[src/rtl/multi_width_checksum_engine_macros.svh]
// ----------------------------------------------------------------------------
// Checksum engine assertion macros
// Concurrent checks clocked on clk, disabled while rst_n is low.
// ----------------------------------------------------------------------------
`ifndef MULTI_WIDTH_CHECKSUM_ENGINE_MACROS_SVH
`define MULTI_WIDTH_CHECKSUM_ENGINE_MACROS_SVH

// Antecedent implies consequent in the same cycle.
`define MWCE_ASSERT_SAME(label, ante, cons, msg) \
    label: assert property (@(posedge clk) disable iff (!rst_n) (ante) |-> (cons)) \
        else $error(msg);

// Antecedent implies consequent in the next cycle.
`define MWCE_ASSERT_NEXT(label, ante, cons, msg) \
    label: assert property (@(posedge clk) disable iff (!rst_n) (ante) |=> (cons)) \
        else $error(msg);

`endif

[src/rtl/mwce_pkg.sv]
// ----------------------------------------------------------------------------
// mwce_pkg
// Mode codes, widths and shared types of the checksum engine.
// ----------------------------------------------------------------------------
`default_nettype none

package mwce_pkg;

    localparam int BYTE_W = 8;
    localparam int SUM_W  = 32;
    localparam int MODE_W = 3;
    localparam int LANE_W = 2;

    typedef logic [MODE_W-1:0] mwce_mode_t;

    localparam mwce_mode_t MODE_XOR8   = 3'd0;
    localparam mwce_mode_t MODE_ADD8   = 3'd1;
    localparam mwce_mode_t MODE_XOR16  = 3'd2;
    localparam mwce_mode_t MODE_ADD16  = 3'd3;
    localparam mwce_mode_t MODE_ONES16 = 3'd4;
    localparam mwce_mode_t MODE_XOR32  = 3'd5;
    localparam mwce_mode_t MODE_ADD32  = 3'd6;

    localparam logic [15:0] ONES_MAX  = 16'hffff;

    typedef struct packed {
        logic              valid;
        logic [BYTE_W-1:0] data;
        logic              last;
    } mwce_item_t;

    typedef struct packed {
        logic              take;
        logic [LANE_W-1:0] lane;
    } mwce_status_t;

endpackage

`default_nettype wire

[src/rtl/mwce_intf.sv]
// ----------------------------------------------------------------------------
// mwce_intf
// Valid/ready channels of the checksum engine: config, message bytes, result.
// ----------------------------------------------------------------------------
`default_nettype none

interface mwce_cfg_if;
    import mwce_pkg::*;
    logic       valid;
    logic       ready;
    mwce_mode_t checksum_mode;
    modport source (output valid, output checksum_mode, input ready);
    modport sink (input valid, input checksum_mode, output ready);
endinterface

interface mwce_byte_if;
    import mwce_pkg::*;
    logic              valid;
    logic              ready;
    logic [BYTE_W-1:0] data_byte;
    logic              last_byte;
    modport source (output valid, output data_byte, output last_byte, input ready);
    modport sink (input valid, input data_byte, input last_byte, output ready);
endinterface

interface mwce_sum_if;
    import mwce_pkg::*;
    logic             valid;
    logic             ready;
    logic [SUM_W-1:0] checksum;
    modport source (output valid, output checksum, input ready);
    modport sink (input valid, input checksum, output ready);
endinterface

`default_nettype wire

[src/rtl/mwce_in_stage.sv]
// ----------------------------------------------------------------------------
// mwce_in_stage
// Input register: holds one byte transfer until the fold stage takes it.
// ----------------------------------------------------------------------------
`default_nettype none

module mwce_in_stage (
    input  logic                      clk,
    input  logic                      rst_n,
    input  logic                      in_valid,
    input  logic [mwce_pkg::BYTE_W-1:0] in_data,
    input  logic                      in_last,
    output logic                      in_ready,
    input  logic                      take,
    output mwce_pkg::mwce_item_t      item
);
    import mwce_pkg::*;

    mwce_item_t item_reg;
    mwce_item_t item_next;

    assign in_ready = !item_reg.valid || take;
    assign item     = item_reg;

    always_comb
    begin
        item_next = item_reg;
        if (in_valid && in_ready)
        begin
            item_next.valid = 1'b1;
            item_next.data  = in_data;
            item_next.last  = in_last;
        end
        else if (take)
        begin
            item_next.valid = 1'b0;
        end
    end

    always_ff @(posedge clk or negedge rst_n)
    begin
        if (!rst_n)
        begin
            item_reg <= '0;
        end
        else
        begin
            item_reg <= item_next;
        end
    end

endmodule

`default_nettype wire

[src/rtl/mwce_fold.sv]
// ----------------------------------------------------------------------------
// mwce_fold
// Folds one byte into the accumulator and registers the checksum on the last.
// ----------------------------------------------------------------------------
`default_nettype none

module mwce_fold (
    input  logic                       clk,
    input  logic                       rst_n,
    input  mwce_pkg::mwce_item_t       item,
    input  mwce_pkg::mwce_mode_t       mode,
    input  logic                       out_ready,
    output logic                       out_valid,
    output logic [mwce_pkg::SUM_W-1:0] out_checksum,
    output mwce_pkg::mwce_status_t     status
);
    import mwce_pkg::*;

    logic [SUM_W-1:0]  acc_reg;
    logic [SUM_W-1:0]  acc_next;
    logic [LANE_W-1:0] lane_reg;
    logic [LANE_W-1:0] lane_next;
    logic              out_valid_reg;
    logic              out_valid_next;
    logic [SUM_W-1:0]  checksum_reg;
    logic [SUM_W-1:0]  checksum_next;

    logic              out_free;
    logic              take;
    logic [SUM_W-1:0]  fold;
    logic [SUM_W-1:0]  result;
    logic [15:0]       b16;
    logic [SUM_W-1:0]  b32;
    logic [16:0]       ones_sum;
    logic [15:0]       ones_fold;

    assign out_free = !out_valid_reg || out_ready;
    assign take     = item.valid && (!item.last || out_free);

    assign status.take = take;
    assign status.lane = lane_reg;

    assign out_valid    = out_valid_reg;
    assign out_checksum = checksum_reg;

    // Big-endian lane placement
    assign b16 = lane_reg[0] ? {8'h00, item.data} : {item.data, 8'h00};

    always_comb
    begin
        case (lane_reg)
            2'd0:    b32 = {item.data, 24'h000000};
            2'd1:    b32 = {8'h00, item.data, 16'h0000};
            2'd2:    b32 = {16'h0000, item.data, 8'h00};
            default: b32 = {24'h000000, item.data};
        endcase
    end

    // End-around carry
    assign ones_sum  = {1'b0, acc_reg[15:0]} + {1'b0, b16};
    assign ones_fold = ones_sum[16] ? ones_sum[15:0] + 16'd1 : ones_sum[15:0];

    always_comb
    begin
        case (mode)
            MODE_XOR8:   fold = acc_reg ^ {24'h000000, item.data};
            MODE_ADD8:   fold = {24'h000000, acc_reg[7:0] + item.data};
            MODE_XOR16:  fold = acc_reg ^ {16'h0000, b16};
            MODE_ADD16:  fold = {16'h0000, acc_reg[15:0] + b16};
            MODE_ONES16: fold = {16'h0000, ones_fold};
            MODE_XOR32:  fold = acc_reg ^ b32;
            MODE_ADD32:  fold = acc_reg + b32;
            default:     fold = acc_reg;
        endcase
    end

    always_comb
    begin
        case (mode)
            MODE_XOR8, MODE_ADD8:   result = {24'h000000, fold[7:0]};
            MODE_XOR16, MODE_ADD16: result = {16'h0000, fold[15:0]};
            MODE_ONES16:
            begin
                if (fold[15:0] == ONES_MAX)
                    result = '0;
                else
                    result = {16'h0000, fold[15:0]};
            end
            MODE_XOR32, MODE_ADD32: result = fold;
            default:                result = '0;
        endcase
    end

    always_comb
    begin
        acc_next       = acc_reg;
        lane_next      = lane_reg;
        out_valid_next = out_valid_reg;
        checksum_next  = checksum_reg;
        if (out_ready)
            out_valid_next = 1'b0;
        if (take)
        begin
            if (item.last)
            begin
                acc_next       = '0;
                lane_next      = '0;
                out_valid_next = 1'b1;
                checksum_next  = result;
            end
            else
            begin
                acc_next  = fold;
                lane_next = lane_reg + 2'd1;
            end
        end
    end

    always_ff @(posedge clk or negedge rst_n)
    begin
        if (!rst_n)
        begin
            acc_reg       <= '0;
            lane_reg      <= '0;
            out_valid_reg <= 1'b0;
        end
        else
        begin
            acc_reg       <= acc_next;
            lane_reg      <= lane_next;
            out_valid_reg <= out_valid_next;
        end
    end

    always_ff @(posedge clk)
    begin
        checksum_reg <= checksum_next;
    end

endmodule

`default_nettype wire

[src/rtl/multi_width_checksum_engine.sv]
// ----------------------------------------------------------------------------
// multi_width_checksum_engine
// Byte-serial XOR, sum and ones' complement checksums over 8/16/32-bit words.
// ----------------------------------------------------------------------------
// Usage:
//   cfg    - one-register write channel, checksum_mode, always ready. Write it
//            between messages.
//   msg    - one message byte per transfer, last_byte on the final byte.
//   result - one checksum transfer per message, zero-extended to 32 bits.
// Timing:
//   One byte per cycle sustained while result is not stalled. A byte is held
//   in the input register and folded into the accumulator when the fold stage
//   takes it; for a last byte the checksum is then registered onto result.
// Stall:
//   The result register holds while result.ready is low. Non-last bytes keep
//   flowing; a last byte waits in the input register until the result
//   register is free, and msg.ready drops behind it.
// Reset:
//   Mode returns to xor8, accumulator and lane position clear, no result.
// ----------------------------------------------------------------------------
`default_nettype none

`include "multi_width_checksum_engine_macros.svh"

module multi_width_checksum_engine (
    input  logic              clk,
    input  logic              rst_n,
    mwce_cfg_if.sink          cfg,
    mwce_byte_if.sink         msg,
    mwce_sum_if.source        result
);
    import mwce_pkg::*;

    mwce_mode_t   mode_reg;
    mwce_mode_t   mode_next;
    mwce_item_t   item;
    mwce_status_t status;

    assign cfg.ready = 1'b1;

    always_comb
    begin
        mode_next = mode_reg;
        if (cfg.valid && cfg.ready)
            mode_next = cfg.checksum_mode;
    end

    always_ff @(posedge clk or negedge rst_n)
    begin
        if (!rst_n)
        begin
            mode_reg <= MODE_XOR8;
        end
        else
        begin
            mode_reg <= mode_next;
        end
    end

    mwce_in_stage u_in_stage (
        .clk      (clk),
        .rst_n    (rst_n),
        .in_valid (msg.valid),
        .in_data  (msg.data_byte),
        .in_last  (msg.last_byte),
        .in_ready (msg.ready),
        .take     (status.take),
        .item     (item)
    );

    mwce_fold u_fold (
        .clk          (clk),
        .rst_n        (rst_n),
        .item         (item),
        .mode         (mode_reg),
        .out_ready    (result.ready),
        .out_valid    (result.valid),
        .out_checksum (result.checksum),
        .status       (status)
    );

    `MWCE_ASSERT_SAME(a_stall_only_on_last, !msg.ready, item.valid && item.last, "msg stalled without a last byte waiting")
    `MWCE_ASSERT_NEXT(a_lane_clear, status.take && item.last, status.lane == 2'd0, "lane not cleared after last byte")
    `MWCE_ASSERT_SAME(a_result_from_last, $rose(result.valid), $past(status.take && item.last), "result without a last byte")

endmodule

`default_nettype wire
[src/flat_wrapper.sv]
// flat-port wrapper written by rule: the top's interface ports become plain ports
module multi_width_checksum_engine_flat import mwce_pkg::*;
  (clk, rst_n, cfg_valid, cfg_checksum_mode, cfg_ready, msg_valid, msg_data_byte, msg_last_byte, msg_ready, result_valid, result_checksum, result_ready);
  mwce_cfg_if cfg_i ();
  mwce_byte_if msg_i ();
  mwce_sum_if result_i ();
  input  logic clk;
  input  logic rst_n;
  input wire logic [$bits(cfg_i.valid)-1:0] cfg_valid;
  input wire logic [$bits(cfg_i.checksum_mode)-1:0] cfg_checksum_mode;
  output wire logic [$bits(cfg_i.ready)-1:0] cfg_ready;
  input wire logic [$bits(msg_i.valid)-1:0] msg_valid;
  input wire logic [$bits(msg_i.data_byte)-1:0] msg_data_byte;
  input wire logic [$bits(msg_i.last_byte)-1:0] msg_last_byte;
  output wire logic [$bits(msg_i.ready)-1:0] msg_ready;
  output wire logic [$bits(result_i.valid)-1:0] result_valid;
  output wire logic [$bits(result_i.checksum)-1:0] result_checksum;
  input wire logic [$bits(result_i.ready)-1:0] result_ready;
  assign cfg_i.valid = cfg_valid;
  assign cfg_i.checksum_mode = cfg_checksum_mode;
  assign cfg_ready = cfg_i.ready;
  assign msg_i.valid = msg_valid;
  assign msg_i.data_byte = msg_data_byte;
  assign msg_i.last_byte = msg_last_byte;
  assign msg_ready = msg_i.ready;
  assign result_valid = result_i.valid;
  assign result_checksum = result_i.checksum;
  assign result_i.ready = result_ready;
  multi_width_checksum_engine u_core (.clk(clk), .rst_n(rst_n), .cfg(cfg_i), .msg(msg_i), .result(result_i));
endmodule
[config.mk]
export PLATFORM = sky130hd
export DESIGN_NAME = multi_width_checksum_engine_flat
export DESIGN_NICKNAME = d
export VERILOG_FILES = /design/src/rtl/mwce_pkg.sv /design/src/rtl/mwce_intf.sv /design/src/rtl/mwce_in_stage.sv /design/src/rtl/mwce_fold.sv /design/src/rtl/multi_width_checksum_engine.sv /design/src/flat_wrapper.sv
export VERILOG_INCLUDE_DIRS = /design/src /design/src/rtl
export SDC_FILE = /design/constraint.sdc
export NUM_CORES = 1
export LEC_CHECK = 0
export BUFFER_PORTS_ARGS = -buffer_cell sky130_fd_sc_hd__buf_4
export CORE_MARGIN = 3
export CORE_UTILIZATION = 60
export DETAILED_ROUTE_END_ITERATION = 7
export HOLD_SLACK_MARGIN = 0.12
export PLACE_DENSITY_LB_ADDON = 0.3
export SETUP_SLACK_MARGIN = 0.1
export SLEW_MARGIN = 15
export SYNTH_ARGS = -nofsm -noshare
export SYNTH_HDL_FRONTEND = slang
export SYNTH_SLANG_ARGS = --single-unit
export TNS_END_PERCENT = 20
[constraint.sdc]
create_clock -name clk -period 6.47 [get_ports clk]
set_clock_uncertainty 0.05 [all_clocks]
set_input_delay 0.9705 -clock clk [delete_from_list [all_inputs] [get_ports clk]]
set_output_delay 0.9705 -clock clk [all_outputs]
set_load 0.02 [all_outputs]
==> run summary <==
Outcome -> completed
Slew Viols, Final -> 0
CTS Buf Count -> 9
Hold Crit Start -> u_core.u_fold.acc_reg[19]$_DFFE_PN0P_
Fmax -> 190.9 MHz
Congestion Overflow GR -> 0
Worst hold slack -> 0.4729 ns
Total Power -> 0.003028 W
Initial antenna violation count -> 0
Crit share post-route -> 0.8097
Syn avg cell area -> 8.150 um2
Setup WS pre-CTS -> 1.502 ns
Endpoints failing setup -> 0
Period minus WS final -> 5.239 ns
CP Max Fanout -> 21
Sequential share of the synthesized area -> 0.2656
Placer Congestion -> 1.029
Yosys cell types -> 89
Clock slew at reported path FFs -> 0.07 ns
Horiz. Die Dim -> 122.5 um
Final WS setup -> 1.231 ns
Antenna-violating nets left -> 0
Die area -> 15000 um2
Core Footprint -> 12930 um2
Vias in the first global route -> 7565
Critical Path Start -> u_core.u_fold.lane_reg[0]$_DFFE_PN0P_
Initial core utilization -> 0.6298
Via count -> 8412
Clk buf depth -> 2
Port Buf Inserts -> 50
Hold Buf Count CTS -> 0
Post-Route WL -> 26920 um
Share of cells above drive strength 1 -> 0.1165
Ys flop type -> dfrtp_1
Top cells by area, synth -> dfrtp_1, edfxtp_1, ha_1, o21ai_0, a21oi_1
Fraction of the mapped netlist area in adder cells -> 0.09805
Arrival @ worst endpoint -> 5.48 ns
Inserted Diodes -> 0
Setup TNS -> 0 ns
DR DRC count -> 0
CTS tree -> done
Detailed Route Iter0 Violations -> 1182
Largest net degree at the start of global routing -> 58
Critical path class -> reg2reg
Resized cells post-CTS -> 0
Slew HR -> 0.3174
Drt via density -> 6.998
Layout area overhead -> 9.882%
Root Driver -> clkbuf_16
Hold Path Class -> reg2reg
Cell Area, Synth -> 8142 um2
Gate Count Post-Synth -> 999
Flop and latch count out of synthesis -> 80
Asr flop ratio synth -> 0.6000
TritonRoute pass-1 iters -> 7
First-pass GRT wire length -> 41480 um
Die Y -> 122.5 um
HPWL Detailed -> 19160 um
Hold Vio Cnt, Final -> 0
Post-CTS setup buffers -> 0
Nets -> 1104
Mux share of post-synthesis cell area -> 0.04288
Number of enable flip-flop cells after synthesis -> 32
IO Pins -> 52
Max cap viols -> 0
Maximum vdd drop -> 0.1964 mV
Largest area contributor in the netlist -> dfrtp_1
Net Count, Synth -> 1078
CP Launch Type -> flop
Synth top area share -> 0.1475
CTS sink count -> 80
Synth Warn # -> 0
Leakage -> 3.824 nW
Compound-gate portion of the synthesized area -> 0.2712
Synth Area in XOR/XNOR -> 0.04733
Simple-gate area share of the yosys netlist -> 0.2444
Clock Latency Late Sink -> 0.35 ns
Largest family of logic cells by synthesized area -> compound AO/OA/AOI/OAI gates
Cell row count -> 41
Worst-Margin Slew -> 1.022 ns
Reg2Reg Launch Point -> u_core.u_fold.lane_reg[0]$_DFFE_PN0P_
Unrepaired setup endpoints after global routing -> no
CTS HTree Levels -> 3
Crit. End Element -> flop
PwrDens -> 338.5 nW/um2
GRT Total Usage -> 0.3570
Routed length per instance -> 22.39 um
Critical Path RT -> 6.71 ns
[critical path, stage by stage (launching register included)]
cell,delay [ns]
dfrtp_1,0.66
ha_1,0.48
and2_1,0.21
ha_1,0.20
fa_1,0.44
a211oi_1,0.43
o21ai_1,0.23
a32o_1,0.36
a221oi_1,0.57
o211ai_1,0.30
a31oi_1,0.31
a21oi_1,0.12
a21oi_1,0.26
xor2_1,0.11
o32ai_1,0.27
o21a_1,0.17
[through the flow]
stage	instance area (um2)	utilization	instances
floorplan	8142	-	999
global placement	8635	0.6679	1186
detailed placement	8635	0.6679	1186
CTS	8946	0.6920	1202
global route	8946	0.6920	1202
finish	8946	0.6920	1202
[cell usage after synthesis, types with 7 or more instances]
cell type  instances
xor2_1            12
nand3_1           26
nor3_1            21
nor2_1            90
nor3b_1            9
or3_1              7
o22ai_1           10
o21a_1            20
and2_1            47
a221oi_1          12
xnor2_1           32
a21o_1            18
dfrtp_1           48
o21ai_1           10
nor2b_1           24
inv_1             10
o211ai_1           9
buf_2             12
o21ai_0           92
nand2b_1          11
nand4_1           10
ha_1              59
clkbuf_1          33
nand2_1           83
a31oi_1           10
edfxtp_1          32
a211oi_1           7
mux2i_1           18
and3_1             8
mux2_2            15
a21oi_1           90
nor4_1             9
o21bai_1           8
[cell families after synthesis]
group | Yosys count
xor gates and xnor gates | 44
DFF | 80
AOI/OAI and AO/OA | 344
muxes | 33
and+or+nand+nor | 375
buffers and inverters | 60
other | 1
adders and majority gates | 62
[area by class of cell]
| cell class | count | area, um2 |
|---|---|---|
| clock buffer | 12 | 279.0 |
| clock inverter | 4 | 32.53 |
| fill | 1076 | 3981 |
| inverter | 11 | 41.29 |
| multi-input combinational | 859 | 5734 |
| sequential | 80 | 2163 |
| tap | 172 | 215.2 |
| timing repair buffer | 64 | 480.5 |
[where the power goes]
group	switching, W	internal [W]
clock network	0.000223	0.000309
registers	0.000124	0.000629
logic	0.00109	0.000656
[final timing paths]
| kind | endpoint | slack, ns | cells past startpoint |
|---|---|---|---|
| setup / recovery | u_core.u_fold.acc_reg[30]$_DFFE_PN0P_ | 1.23 | 15 |
| setup reg to reg | u_core.u_fold.acc_reg[30]$_DFFE_PN0P_ | 1.23 | 15 |
| hold / removal | u_core.u_fold.acc_reg[19]$_DFFE_PN0P_ | 0.47 | 2 |
| min in group asynchronous | u_core.u_fold.acc_reg[22]$_DFFE_PN0P_ | 0.60 | 1 |
| hold reg to reg | u_core.u_fold.acc_reg[19]$_DFFE_PN0P_ | 0.47 | 2 |
| max in group asynchronous | u_core.mode_reg[1]$_DFFE_PN0P_ | 5.31 | 1 |
[metal layers]
layer,GRT usage,wire (um),up-vias,part of all wire
met5,0,0,-,0
met4,0.1351,1034,0,0.038
met3,0.1046,3750,101,0.14
met2,0.5242,11570,588,0.43
met1,0.4972,10560,3946,0.39
li1,-,-,3777,-
[cells in the final DEF (no fill, tap or decap), types with 9 or more instances in the layout]
cell	n
dfrtp_1	47
nor3b_1	9
nand3_1	26
a21oi_1	90
xor2_1	12
nor2_1	90
o21a_1	20
clkbuf_16	11
o21ai_0	92
mux2i_1	18
a31oi_1	10
o211ai_1	9
o21ai_1	10
inv_1	10
nand4_1	10
o22ai_1	10
nand2b_1	11
nor4_1	9
edfxtp_1	32
a21o_1	18
and2_1	47
xnor2_1	32
mux2_2	15
a221oi_1	12
nor3_1	21
nor2b_1	24
ha_1	59
nand2_1	83
buf_4	64
No activity file was read; power rests on OpenSTA's default activity.
